==> src/hdl/mmcd_pkg.sv <==
`timescale 1ns / 1ps
// Shared types and constants of the min/max column decimator.
package mmcd_pkg;

  localparam int COORD_BITS = 24;
  localparam int COUNT_BITS = 16;
  localparam int SUM_BITS   = COORD_BITS + COUNT_BITS;
  localparam int SCALE_BITS = 24;
  localparam int COL_BITS   = 16;
  localparam int X_FRAC     = 8;
  localparam int SCALE_FRAC = 16;
  localparam int COL_SHIFT  = X_FRAC + SCALE_FRAC;
  localparam int PROD_BITS  = COORD_BITS + SCALE_BITS;
  localparam int RND_BITS   = (PROD_BITS + 1 > COL_SHIFT + COL_BITS) ?
                              PROD_BITS + 1 : COL_SHIFT + COL_BITS;
  localparam int DIV_STEP_BITS = $clog2(SUM_BITS);
  localparam int Q_DEPTH    = 2;
  localparam int Q_PTR_BITS = (Q_DEPTH > 1) ? $clog2(Q_DEPTH) : 1;
  localparam int Q_CNT_BITS = $clog2(Q_DEPTH + 1);

  localparam logic [SCALE_BITS-1:0] SCALE_RESET = SCALE_BITS'(65536);
  localparam logic [COUNT_BITS-1:0] COUNT_MAX   = '1;
  localparam logic [RND_BITS-1:0]   ROUND_HALF  = RND_BITS'(1) << (COL_SHIFT - 1);
  localparam logic [DIV_STEP_BITS-1:0] DIV_LAST = DIV_STEP_BITS'(SUM_BITS - 1);

  typedef logic signed [COORD_BITS-1:0] coord_t;

  typedef struct packed {
    coord_t sample_x;
    coord_t sample_y;
    logic   end_of_curve;
  } sample_t;

  typedef struct packed {
    coord_t point_x;
    coord_t point_y;
    logic   last_of_run;
    logic   curve_done;
  } point_t;

  // One closed column handed from the front to the back.
  typedef struct packed {
    logic signed [SUM_BITS-1:0] x_sum;
    logic [COUNT_BITS-1:0]      sample_count;
    coord_t                     y_low;
    coord_t                     y_high;
    logic                       parity;
    logic                       run_end;
    logic                       curve_end;
  } col_rec_t;

  typedef struct packed {
    logic full;
    logic empty;
  } queue_status_t;

endpackage

==> src/hdl/min_max_column_decimator.sv <==
`timescale 1ns / 1ps
// Top level of the min/max column decimator.
//
// The block reduces a curve of screen-mapped samples (x and y in signed Q16.8)
// to at most two points per screen column. Each sample is placed in column
// round(x * bin_scale), rounded half away from zero; while samples stay in one
// column the block keeps their count, x sum and y extremes. When a sample opens
// a new column, or after a sample that carries end_of_curve, the closed column
// is sent out as its mean x (truncated toward zero) paired with its minimum and
// maximum y, min first on even column ordinals and max first on odd ones, or as
// one point when the two are equal. The front end works on one sample at a time:
// it captures the sample, does the column multiply, then compares and updates
// the open column, stalling while the queue is full; a sample ending the curve
// then hands off the flushed column in a further state. Closed columns wait in a
// two-entry queue for the back end, which pops a column, divides its sum by its
// count in a bit-serial divider and emits its points before it pops the next; a
// burst of short columns stalls the input once the queue is full. The output
// register lets the back end load the next point in the same cycle the current
// beat is taken. bin_scale is written through the cfg port, which is always
// ready, and must only be changed while no sample is in flight.
module min_max_column_decimator
  import mmcd_pkg::*;
(
  input  logic                  clk,
  input  logic                  rst_n,
  input  logic                  in_valid,
  output logic                  in_stall,
  input  sample_t               in_data,
  output logic                  out_valid,
  input  logic                  out_stall,
  output point_t                out_data,
  input  logic                  cfg_valid,
  output logic                  cfg_ready,
  input  logic [SCALE_BITS-1:0] cfg_data
);

  logic [SCALE_BITS-1:0] bin_scale_r;

  logic          q_push;
  logic          q_pop;
  col_rec_t      q_push_rec;
  col_rec_t      q_pop_rec;
  queue_status_t q_status;

  // The single configuration register; writes are never held off.
  assign cfg_ready = 1'b1;

  always_ff @(posedge clk) begin
    if (!rst_n) begin
      bin_scale_r <= SCALE_RESET;
    end else if (cfg_valid && cfg_ready) begin
      bin_scale_r <= cfg_data;
    end
  end

  // Column mapping and accumulation.
  mmcd_front u_front (
    .clk       (clk),
    .rst_n     (rst_n),
    .bin_scale (bin_scale_r),
    .in_valid  (in_valid),
    .in_stall  (in_stall),
    .in_data   (in_data),
    .q_status  (q_status),
    .q_push    (q_push),
    .q_rec     (q_push_rec)
  );

  // Closed columns waiting for the divider.
  mmcd_queue u_queue (
    .clk      (clk),
    .rst_n    (rst_n),
    .push     (q_push),
    .push_rec (q_push_rec),
    .pop      (q_pop),
    .pop_rec  (q_pop_rec),
    .status   (q_status)
  );

  // Mean computation and point emission.
  mmcd_back u_back (
    .clk       (clk),
    .rst_n     (rst_n),
    .q_status  (q_status),
    .q_rec     (q_pop_rec),
    .q_pop     (q_pop),
    .out_valid (out_valid),
    .out_stall (out_stall),
    .out_data  (out_data)
  );

`ifndef SYNTHESIS
  // The front end never hands a column to a full queue.
  a_no_overflow: assert property (@(posedge clk) disable iff (!rst_n)
    q_push |-> !q_status.full)
    else $error("column queue overflow");

  // The back end never takes a column from an empty queue.
  a_no_underflow: assert property (@(posedge clk) disable iff (!rst_n)
    q_pop |-> !q_status.empty)
    else $error("column queue underflow");

  // A sample is worked on in the multiply and update states, so the input holds off right after a beat.
  a_stall_after_accept: assert property (@(posedge clk) disable iff (!rst_n)
    (in_valid && !in_stall) |=> in_stall)
    else $error("input taken on consecutive cycles");
`endif

endmodule

==> src/hdl/mmcd_queue.sv <==
`timescale 1ns / 1ps
// Short register queue of closed column records between front and back.
module mmcd_queue
  import mmcd_pkg::*;
(
  input  logic          clk,
  input  logic          rst_n,
  input  logic          push,
  input  col_rec_t      push_rec,
  input  logic          pop,
  output col_rec_t      pop_rec,
  output queue_status_t status
);

  col_rec_t                entry_r [Q_DEPTH];
  logic [Q_PTR_BITS-1:0]   wr_ptr_r, wr_ptr_nxt;
  logic [Q_PTR_BITS-1:0]   rd_ptr_r, rd_ptr_nxt;
  logic [Q_CNT_BITS-1:0]   cnt_r, cnt_nxt;

  function automatic logic [Q_PTR_BITS-1:0] ptr_inc(input logic [Q_PTR_BITS-1:0] p);
    if (p == Q_PTR_BITS'(Q_DEPTH - 1)) begin
      return '0;
    end
    return p + Q_PTR_BITS'(1);
  endfunction

  always_comb begin
    wr_ptr_nxt = push ? ptr_inc(wr_ptr_r) : wr_ptr_r;
    rd_ptr_nxt = pop ? ptr_inc(rd_ptr_r) : rd_ptr_r;
    cnt_nxt    = cnt_r;
    if (push && !pop) begin
      cnt_nxt = cnt_r + Q_CNT_BITS'(1);
    end else if (pop && !push) begin
      cnt_nxt = cnt_r - Q_CNT_BITS'(1);
    end
  end

  always_ff @(posedge clk) begin
    if (!rst_n) begin
      wr_ptr_r <= '0;
      rd_ptr_r <= '0;
      cnt_r    <= '0;
    end else begin
      wr_ptr_r <= wr_ptr_nxt;
      rd_ptr_r <= rd_ptr_nxt;
      cnt_r    <= cnt_nxt;
    end
  end

  always_ff @(posedge clk) begin
    if (push) begin
      entry_r[wr_ptr_r] <= push_rec;
    end
  end

  assign pop_rec      = entry_r[rd_ptr_r];
  assign status.full  = (cnt_r == Q_CNT_BITS'(Q_DEPTH));
  assign status.empty = (cnt_r == '0);

endmodule

==> src/hdl/mmcd_front.sv <==
`timescale 1ns / 1ps
// Front end: takes samples, maps them to columns and accumulates the open column.
module mmcd_front
  import mmcd_pkg::*;
(
  input  logic                  clk,
  input  logic                  rst_n,
  input  logic [SCALE_BITS-1:0] bin_scale,
  input  logic                  in_valid,
  output logic                  in_stall,
  input  sample_t               in_data,
  input  queue_status_t         q_status,
  output logic                  q_push,
  output col_rec_t              q_rec
);

  typedef enum logic [3:0] {
    F_IDLE  = 4'b0001,
    F_MUL   = 4'b0010,
    F_UPD   = 4'b0100,
    F_FLUSH = 4'b1000
  } front_state_t;

  front_state_t state_r, state_nxt;

  coord_t                     x_r, y_r;
  logic                       last_r;
  logic [PROD_BITS-1:0]       prod_r;

  logic                       open_r, open_nxt;
  logic [COL_BITS-1:0]        col_r, col_nxt;
  logic [COUNT_BITS-1:0]      cnt_r, cnt_nxt;
  logic signed [SUM_BITS-1:0] sum_r, sum_nxt;
  coord_t                     low_r, low_nxt;
  coord_t                     high_r, high_nxt;
  logic                       par_r, par_nxt;

  logic [COORD_BITS-1:0]      x_mag;
  logic [RND_BITS-1:0]        rnd;
  logic [COL_BITS-1:0]        col_mag;
  logic [COL_BITS-1:0]        col_calc;
  logic                       accept;

  assign accept   = in_valid && !in_stall;
  assign in_stall = (state_r != F_IDLE);

  // Magnitude of x, then round half away from zero and reapply the sign.
  assign x_mag    = x_r[COORD_BITS-1] ? (~x_r + COORD_BITS'(1)) : x_r;
  assign rnd      = RND_BITS'(prod_r) + ROUND_HALF;
  assign col_mag  = rnd[COL_SHIFT +: COL_BITS];
  assign col_calc = x_r[COORD_BITS-1] ? (~col_mag + COL_BITS'(1)) : col_mag;

  always_comb begin
    state_nxt = state_r;
    open_nxt  = open_r;
    col_nxt   = col_r;
    cnt_nxt   = cnt_r;
    sum_nxt   = sum_r;
    low_nxt   = low_r;
    high_nxt  = high_r;
    par_nxt   = par_r;
    q_push    = 1'b0;

    q_rec.x_sum        = sum_r;
    q_rec.sample_count = cnt_r;
    q_rec.y_low        = low_r;
    q_rec.y_high       = high_r;
    q_rec.parity       = par_r;
    q_rec.run_end      = !last_r;
    q_rec.curve_end    = 1'b0;

    unique case (state_r)
      F_IDLE: begin
        if (accept) begin
          state_nxt = F_MUL;
        end
      end
      F_MUL: begin
        state_nxt = F_UPD;
      end
      F_UPD: begin
        if (open_r && (col_calc == col_r)) begin
          if (cnt_r < COUNT_MAX) begin
            cnt_nxt = cnt_r + COUNT_BITS'(1);
            sum_nxt = sum_r + SUM_BITS'(x_r);
          end
          if (y_r < low_r) begin
            low_nxt = y_r;
          end
          if (y_r > high_r) begin
            high_nxt = y_r;
          end
          state_nxt = last_r ? F_FLUSH : F_IDLE;
        end else if (!(open_r && q_status.full)) begin
          q_push    = open_r;
          par_nxt   = open_r ? !par_r : 1'b0;
          open_nxt  = 1'b1;
          col_nxt   = col_calc;
          cnt_nxt   = COUNT_BITS'(1);
          sum_nxt   = SUM_BITS'(x_r);
          low_nxt   = y_r;
          high_nxt  = y_r;
          state_nxt = last_r ? F_FLUSH : F_IDLE;
        end
      end
      F_FLUSH: begin
        q_rec.run_end   = 1'b1;
        q_rec.curve_end = 1'b1;
        if (!q_status.full) begin
          q_push    = 1'b1;
          open_nxt  = 1'b0;
          state_nxt = F_IDLE;
        end
      end
      default: begin
        state_nxt = F_IDLE;
      end
    endcase
  end

  always_ff @(posedge clk) begin
    if (!rst_n) begin
      state_r <= F_IDLE;
      open_r  <= 1'b0;
      col_r   <= '0;
      cnt_r   <= '0;
      sum_r   <= '0;
      low_r   <= '0;
      high_r  <= '0;
      par_r   <= 1'b0;
    end else begin
      state_r <= state_nxt;
      open_r  <= open_nxt;
      col_r   <= col_nxt;
      cnt_r   <= cnt_nxt;
      sum_r   <= sum_nxt;
      low_r   <= low_nxt;
      high_r  <= high_nxt;
      par_r   <= par_nxt;
    end
  end

  always_ff @(posedge clk) begin
    if (accept) begin
      x_r    <= in_data.sample_x;
      y_r    <= in_data.sample_y;
      last_r <= in_data.end_of_curve;
    end
    if (state_r == F_MUL) begin
      prod_r <= PROD_BITS'(x_mag) * PROD_BITS'(bin_scale);
    end
  end

endmodule

==> src/hdl/mmcd_back.sv <==
`timescale 1ns / 1ps
// Back end: divides each column sum by its count and emits the min/max points.
module mmcd_back
  import mmcd_pkg::*;
(
  input  logic          clk,
  input  logic          rst_n,
  input  queue_status_t q_status,
  input  col_rec_t      q_rec,
  output logic          q_pop,
  output logic          out_valid,
  input  logic          out_stall,
  output point_t        out_data
);

  typedef enum logic [3:0] {
    B_IDLE   = 4'b0001,
    B_DIV    = 4'b0010,
    B_FIRST  = 4'b0100,
    B_SECOND = 4'b1000
  } back_state_t;

  back_state_t state_r, state_nxt;

  col_rec_t                  rec_r;
  logic                      neg_r;
  logic [SUM_BITS-1:0]       quo_r, quo_nxt;
  logic [COUNT_BITS-1:0]     rem_r, rem_nxt;
  logic [DIV_STEP_BITS-1:0]  step_r, step_nxt;

  logic [SUM_BITS-1:0]       dvd_mag;
  logic [COUNT_BITS:0]       rem_sh;
  logic [COUNT_BITS:0]       diff;
  logic                      fits;
  logic [SUM_BITS-1:0]       mean_full;
  logic                      single;

  logic                      out_valid_r, out_valid_nxt;
  point_t                    out_data_r, out_data_nxt;
  logic                      out_free;
  logic                      load;

  assign out_free = !out_valid_r || !out_stall;
  assign single   = (rec_r.y_low == rec_r.y_high);

  // Restoring division, one quotient bit per cycle.
  assign dvd_mag   = q_rec.x_sum[SUM_BITS-1] ? (~q_rec.x_sum + SUM_BITS'(1)) : q_rec.x_sum;
  assign rem_sh    = {rem_r, quo_r[SUM_BITS-1]};
  assign diff      = rem_sh - {1'b0, rec_r.sample_count};
  assign fits      = !diff[COUNT_BITS];
  assign mean_full = neg_r ? (~quo_r + SUM_BITS'(1)) : quo_r;

  always_comb begin
    state_nxt    = state_r;
    quo_nxt      = quo_r;
    rem_nxt      = rem_r;
    step_nxt     = step_r;
    q_pop        = 1'b0;
    load         = 1'b0;
    out_data_nxt = out_data_r;

    unique case (state_r)
      B_IDLE: begin
        if (!q_status.empty) begin
          q_pop     = 1'b1;
          quo_nxt   = dvd_mag;
          rem_nxt   = '0;
          step_nxt  = '0;
          state_nxt = B_DIV;
        end
      end
      B_DIV: begin
        rem_nxt  = fits ? diff[COUNT_BITS-1:0] : rem_sh[COUNT_BITS-1:0];
        quo_nxt  = {quo_r[SUM_BITS-2:0], fits};
        step_nxt = step_r + DIV_STEP_BITS'(1);
        if (step_r == DIV_LAST) begin
          state_nxt = B_FIRST;
        end
      end
      B_FIRST: begin
        if (out_free) begin
          load                     = 1'b1;
          out_data_nxt.point_x     = mean_full[COORD_BITS-1:0];
          out_data_nxt.point_y     = (single || !rec_r.parity) ? rec_r.y_low : rec_r.y_high;
          out_data_nxt.last_of_run = single && rec_r.run_end;
          out_data_nxt.curve_done  = single && rec_r.curve_end;
          state_nxt                = single ? B_IDLE : B_SECOND;
        end
      end
      B_SECOND: begin
        if (out_free) begin
          load                     = 1'b1;
          out_data_nxt.point_x     = mean_full[COORD_BITS-1:0];
          out_data_nxt.point_y     = rec_r.parity ? rec_r.y_low : rec_r.y_high;
          out_data_nxt.last_of_run = rec_r.run_end;
          out_data_nxt.curve_done  = rec_r.curve_end;
          state_nxt                = B_IDLE;
        end
      end
      default: begin
        state_nxt = B_IDLE;
      end
    endcase

    if (load) begin
      out_valid_nxt = 1'b1;
    end else if (!out_stall) begin
      out_valid_nxt = 1'b0;
    end else begin
      out_valid_nxt = out_valid_r;
    end
  end

  always_ff @(posedge clk) begin
    if (!rst_n) begin
      state_r     <= B_IDLE;
      out_valid_r <= 1'b0;
    end else begin
      state_r     <= state_nxt;
      out_valid_r <= out_valid_nxt;
    end
  end

  always_ff @(posedge clk) begin
    quo_r      <= quo_nxt;
    rem_r      <= rem_nxt;
    step_r     <= step_nxt;
    out_data_r <= out_data_nxt;
    if (q_pop) begin
      rec_r <= q_rec;
      neg_r <= q_rec.x_sum[SUM_BITS-1];
    end
  end

  assign out_valid = out_valid_r;
  assign out_data  = out_data_r;

endmodule
==> config.mk <==
export PLATFORM = sky130hd
export DESIGN_NAME = min_max_column_decimator
export DESIGN_NICKNAME = d
export VERILOG_FILES = /design/src/hdl/mmcd_pkg.sv /design/src/hdl/min_max_column_decimator.sv /design/src/hdl/mmcd_queue.sv /design/src/hdl/mmcd_front.sv /design/src/hdl/mmcd_back.sv
export SDC_FILE = /design/constraint.sdc
export NUM_CORES = 2
export LEC_CHECK = 0
export ABC_CLOCK_PERIOD_IN_PS = 13900
export BUFFER_PORTS_ARGS = -buffer_cell sky130_fd_sc_hd__buf_2
export CORE_ASPECT_RATIO = 0.9
export CORE_MARGIN = 5
export CORE_UTILIZATION = 41
export CTS_CLUSTER_SIZE = 8
export DETAILED_ROUTE_END_ITERATION = 8
export GPL_TIMING_DRIVEN = 0
export HOLD_SLACK_MARGIN = 0.02
export PLACE_DENSITY = 0.6
export SYNTH_ARGS = -nofsm -noshare
export SYNTH_HDL_FRONTEND = slang
export SYNTH_SLANG_ARGS = --single-unit
==> constraint.sdc <==
create_clock -name clk -period 13.9 [get_ports clk]
set_input_delay 2.78 -clock clk [delete_from_list [all_inputs] [get_ports clk]]
set_output_delay 2.78 -clock clk [all_outputs]
set_load 0.005 [all_outputs]
==> run_results.csv <==
group,metric,value,unit
worst_setup_path,cp.arrival,13.39,ns
die,core-area,113000,um^2
timing,rsz0062_at_grt,"false",
timing,hold_violations,0,
route,drtIter0Drc,2624,
synthesis,synth_fa_ha_area_share,25.8,%
finish,layout-drive-gt1-share,9.13,%
timing,layout_min_cycle_time,13.01,ns
cts,cts_setup_buffers,0,
timing,worst_pin_slew,1.60,ns
cts,cts_buffer_depth,3,
synthesis,ys_seq_elements,620,
grt,grt_max_degree,63,
worst_setup_path,crit_path_frequent_cell,"fa_1",
placed_design,place_ws,1.04,ns
grt,grt_overflow,0,
grt,track_usage,21.4,%
placed_design,dp_cells,6098,
synthesis,synthMuxAreaShare,4.91,%
synthesis,synth_area_leader_cell,"edfxtp_1",
synthesis,yosysWarnings,0,
finish,syn_to_final_growth,11.6,%
route,routed_wl,130000,um
route,drtAntennaViolNets,0,
finish,utilization,46.2,%
synthesis,synth_top_area_share,29.4,%
worst_setup_path,crit_path_max_fanout,22,
hold_path,worstHoldPathType,"reg -> reg",
power,power_density,176,nW/um^2
synthesis,synthArstFlopShare,0,%
cts,clkSinkCount,620,
job,max-cap-violations,1,
finish,final_nets,5473,
timing,hold_slack,0.455,ns
cts,clk_latency,0.67,ns
worst_setup_path,start_kind,"flop",
cts,cts_tree,"yes",
synthesis,synth_cells,4463,
route,avgViaCountPerCell,5.23,
worst_setup_path,end_kind,"flop",
synthesis,synth_top_family_by_area,"adder cells",
grt,grt_pass1_vias,33300,
timing,fin_crit_sh,93.6,%
die,rows,117,
cts,cts_resized,0,
worst_setup_path,crit_slowest_cell,"xnor2_1",
synthesis,syn-cell-area,47000,um^2
cts,cts_buffers,88,
synthesis,synth_area_leaders,"edfxtp_1 (29%), fa_1 (19%), dfxtp_1 (6.8%)",
synthesis,synth_nets,5235,
route,wl_per_cell,20.7,um
route,first_pass_iters,6,
cts,clkTransAtPathRegs,0.06,ns
grt,antenna_found_initial,3,
cts,hold_buffers,0,
die,die_w,367,um
placed_design,hpwl,101000,um
synthesis,ys_seq_area_share,36.2,%
placed_design,numPortBuffers,127,
timing,maxSlewViolCount,7,
synthesis,synth.lib_cells_used.distinct,87,
synthesis,synth_compound_area_share,7.91,%
cts,htreeDepth,3,
grt,grt_pass1_wl,200000,um
timing,final-setup-viol-count,0,
finish,stdcell_count,6252,
placed_design,place_congestion,0.952,
timing,finalClockSkew,0.0299,ns
power,ir_drop,0.203,mV
synthesis,synth.avg_cell_area,10.5,um^2
die,pin_count,131,
die,floorplan.initialDensity,41.4,%
timing,setup_slack,0.891,ns
timing,fmax,0.0769,GHz
worst_setup_path,max_stage_delay,1.07,ns
timing,slew-limit-headroom,-7.48,%
outcome,outcome,"complete, but fails checks",
die,die_y,331,um
outcome,violations,"capacitance limit, slew limit",
route,vias,32700,
synthesis,synth_xor_area_share,4.31,%
timing,fin_setup_tns,0,ns
worst_setup_path,cp.required,14.28,ns
cts,root_buffer,"clkbuf_16",
die,die_area,121000,um^2
route,drc,0,
worst_setup_path,path_class,"reg -> reg",
synthesis,synth-edff-count,460,
synthesis,yosys_most_used_dff,"edfxtp_1",
power,leakage,21.6,nW
synthesis,yosys.area_share.simple,13.8,%
## worst max-delay path: cells and delay by family, from the launching register on
family / cells / cell delay, ns
AO/OA/AOI/OAI: 10 / 3.42
flip-flops: 1 / 1.03
XOR/XNOR: 2 / 1.25
AND/OR/NAND/NOR: 2 / 0.30
adder cells (fa/ha/maj): 8 / 3.67
buffers and inverters: 12 / 3.00
## cell type report
cell class                 instances  area (um^2)
antenna                            1         2.50
buffer                           209          862
clock buffer                     144         2410
clock inverter                     9          168
fill                           10700        61000
inverter                         648         2430
multi-input combinational       2986        26700
sequential                       620        17000
tap                             1487         1860
timing repair buffer             148          936
## report_power, final
group,internal [mW],total (mW),switching (mW),leakage (nW)
Combinational,1.94,4.69,2.74,14.6
Sequential,2.37,2.51,0.145,5.73
Clock,1.19,2.02,0.831,1.22
Total,5.50,9.22,3.72,21.6
## cells in the final DEF, fill, tap and decap left out, drive strengths merged, types with 13 or more instances in the layout
cell type	count
nand2b	14
xnor2	149
or2	13
o41ai	16
nand4	26
fa	457
o31ai	31
nand2	438
edfxtp	460
a31oi	15
a211oi	37
o21a	18
xor2	67
or3	20
o221a	17
nor2b	28
ha	237
a21oi	136
nor3	77
and3	19
clkbuf	304
mux2i	119
inv	650
dfxtp	160
buf	197
and2	340
o21ai	145
mux2	99
nor2	185
a21o	53
nand3	66
nor4	18
## cells in the mapped netlist (12+ instances only)
cell and count:
xor2_1 67, inv_1 647, and3_1 19, mux2i_1 119
o221a_2 17, edfxtp_1 460, a21oi_1 134, o31ai_1 31
or2_2 12, nor2_1 185, and2_1 340, xnor2_1 149
o41ai_1 16, ha_1 237, nor2b_1 28, buf_1 14
a21o_1 53, or3_1 20, a211oi_1 37, fa_1 457
o21ai_0 142, nand4_1 23, mux2_2 99, clkbuf_1 160
nand3_1 64, a31oi_1 15, nor3_1 75, dfxtp_1 160
nand2_1 438, buf_2 26, nand2b_1 14, nor4_1 17
o21a_1 18
## cell families (layout without fill, tap and decap cells)
logic type,count (synthesis),after routing
buf+inv,857,1158
mux,218,218
other cells,1,2
fa+ha+maj,694,694
xor+xnor,222,222
flops,620,620
simple gates,1293,1293
compound gates,558,558
## state kept, by name, indices dropped and copies added, names as in the netlist, 17 cells and up, named ones only
register	count
u_front.y_r	24
u_front.low_r	24
u_back.rec_r	67
u_front.sum_r	40
u_back.quo_r	40
u_queue.entry_r	214
u_back.out_data	50
u_front.x_r	24
bin_scale_r	24
u_front.prod_r	17
u_front.high_r	24
## path summary, 6_finish.rpt
check	start	end	slack, ns	depth (start not counted)
max reg2reg	u_front.x_r[23]	u_front.prod_r[39]	0.89	34
min	u_front.col_r[15]	u_front.col_r[15]	0.45	2
min reg2reg	u_front.col_r[15]	u_front.col_r[15]	0.45	2
max	u_front.x_r[23]	u_front.prod_r[39]	0.89	34
## layer usage
metal | wire length (um) | vias to the layer above | global-route usage, %
met2 | 57700 | 982 | 34.0
met1 | 59300 | 16300 | 30.5
met4 | 3080 | 0 | 5.16
met3 | 9420 | 158 | 3.96
met5 | 0 | - | 0
li1 | - | 15300 | -
## stage by stage
| step | cell area [um^2] | total power [mW] |
|---|---|---|
| 2_1_floorplan | 47000 | 5.88 |
| 3_3_place_gp | 49500 | 7.18 |
| 3_5_place_dp | 49800 | 7.25 |
| 4_1_cts | 52400 | 9.33 |
| 5_1_grt | 52400 | 10.0 |
| 6_report | 52400 | 9.22 |
Power figures use the tool's default switching activity.
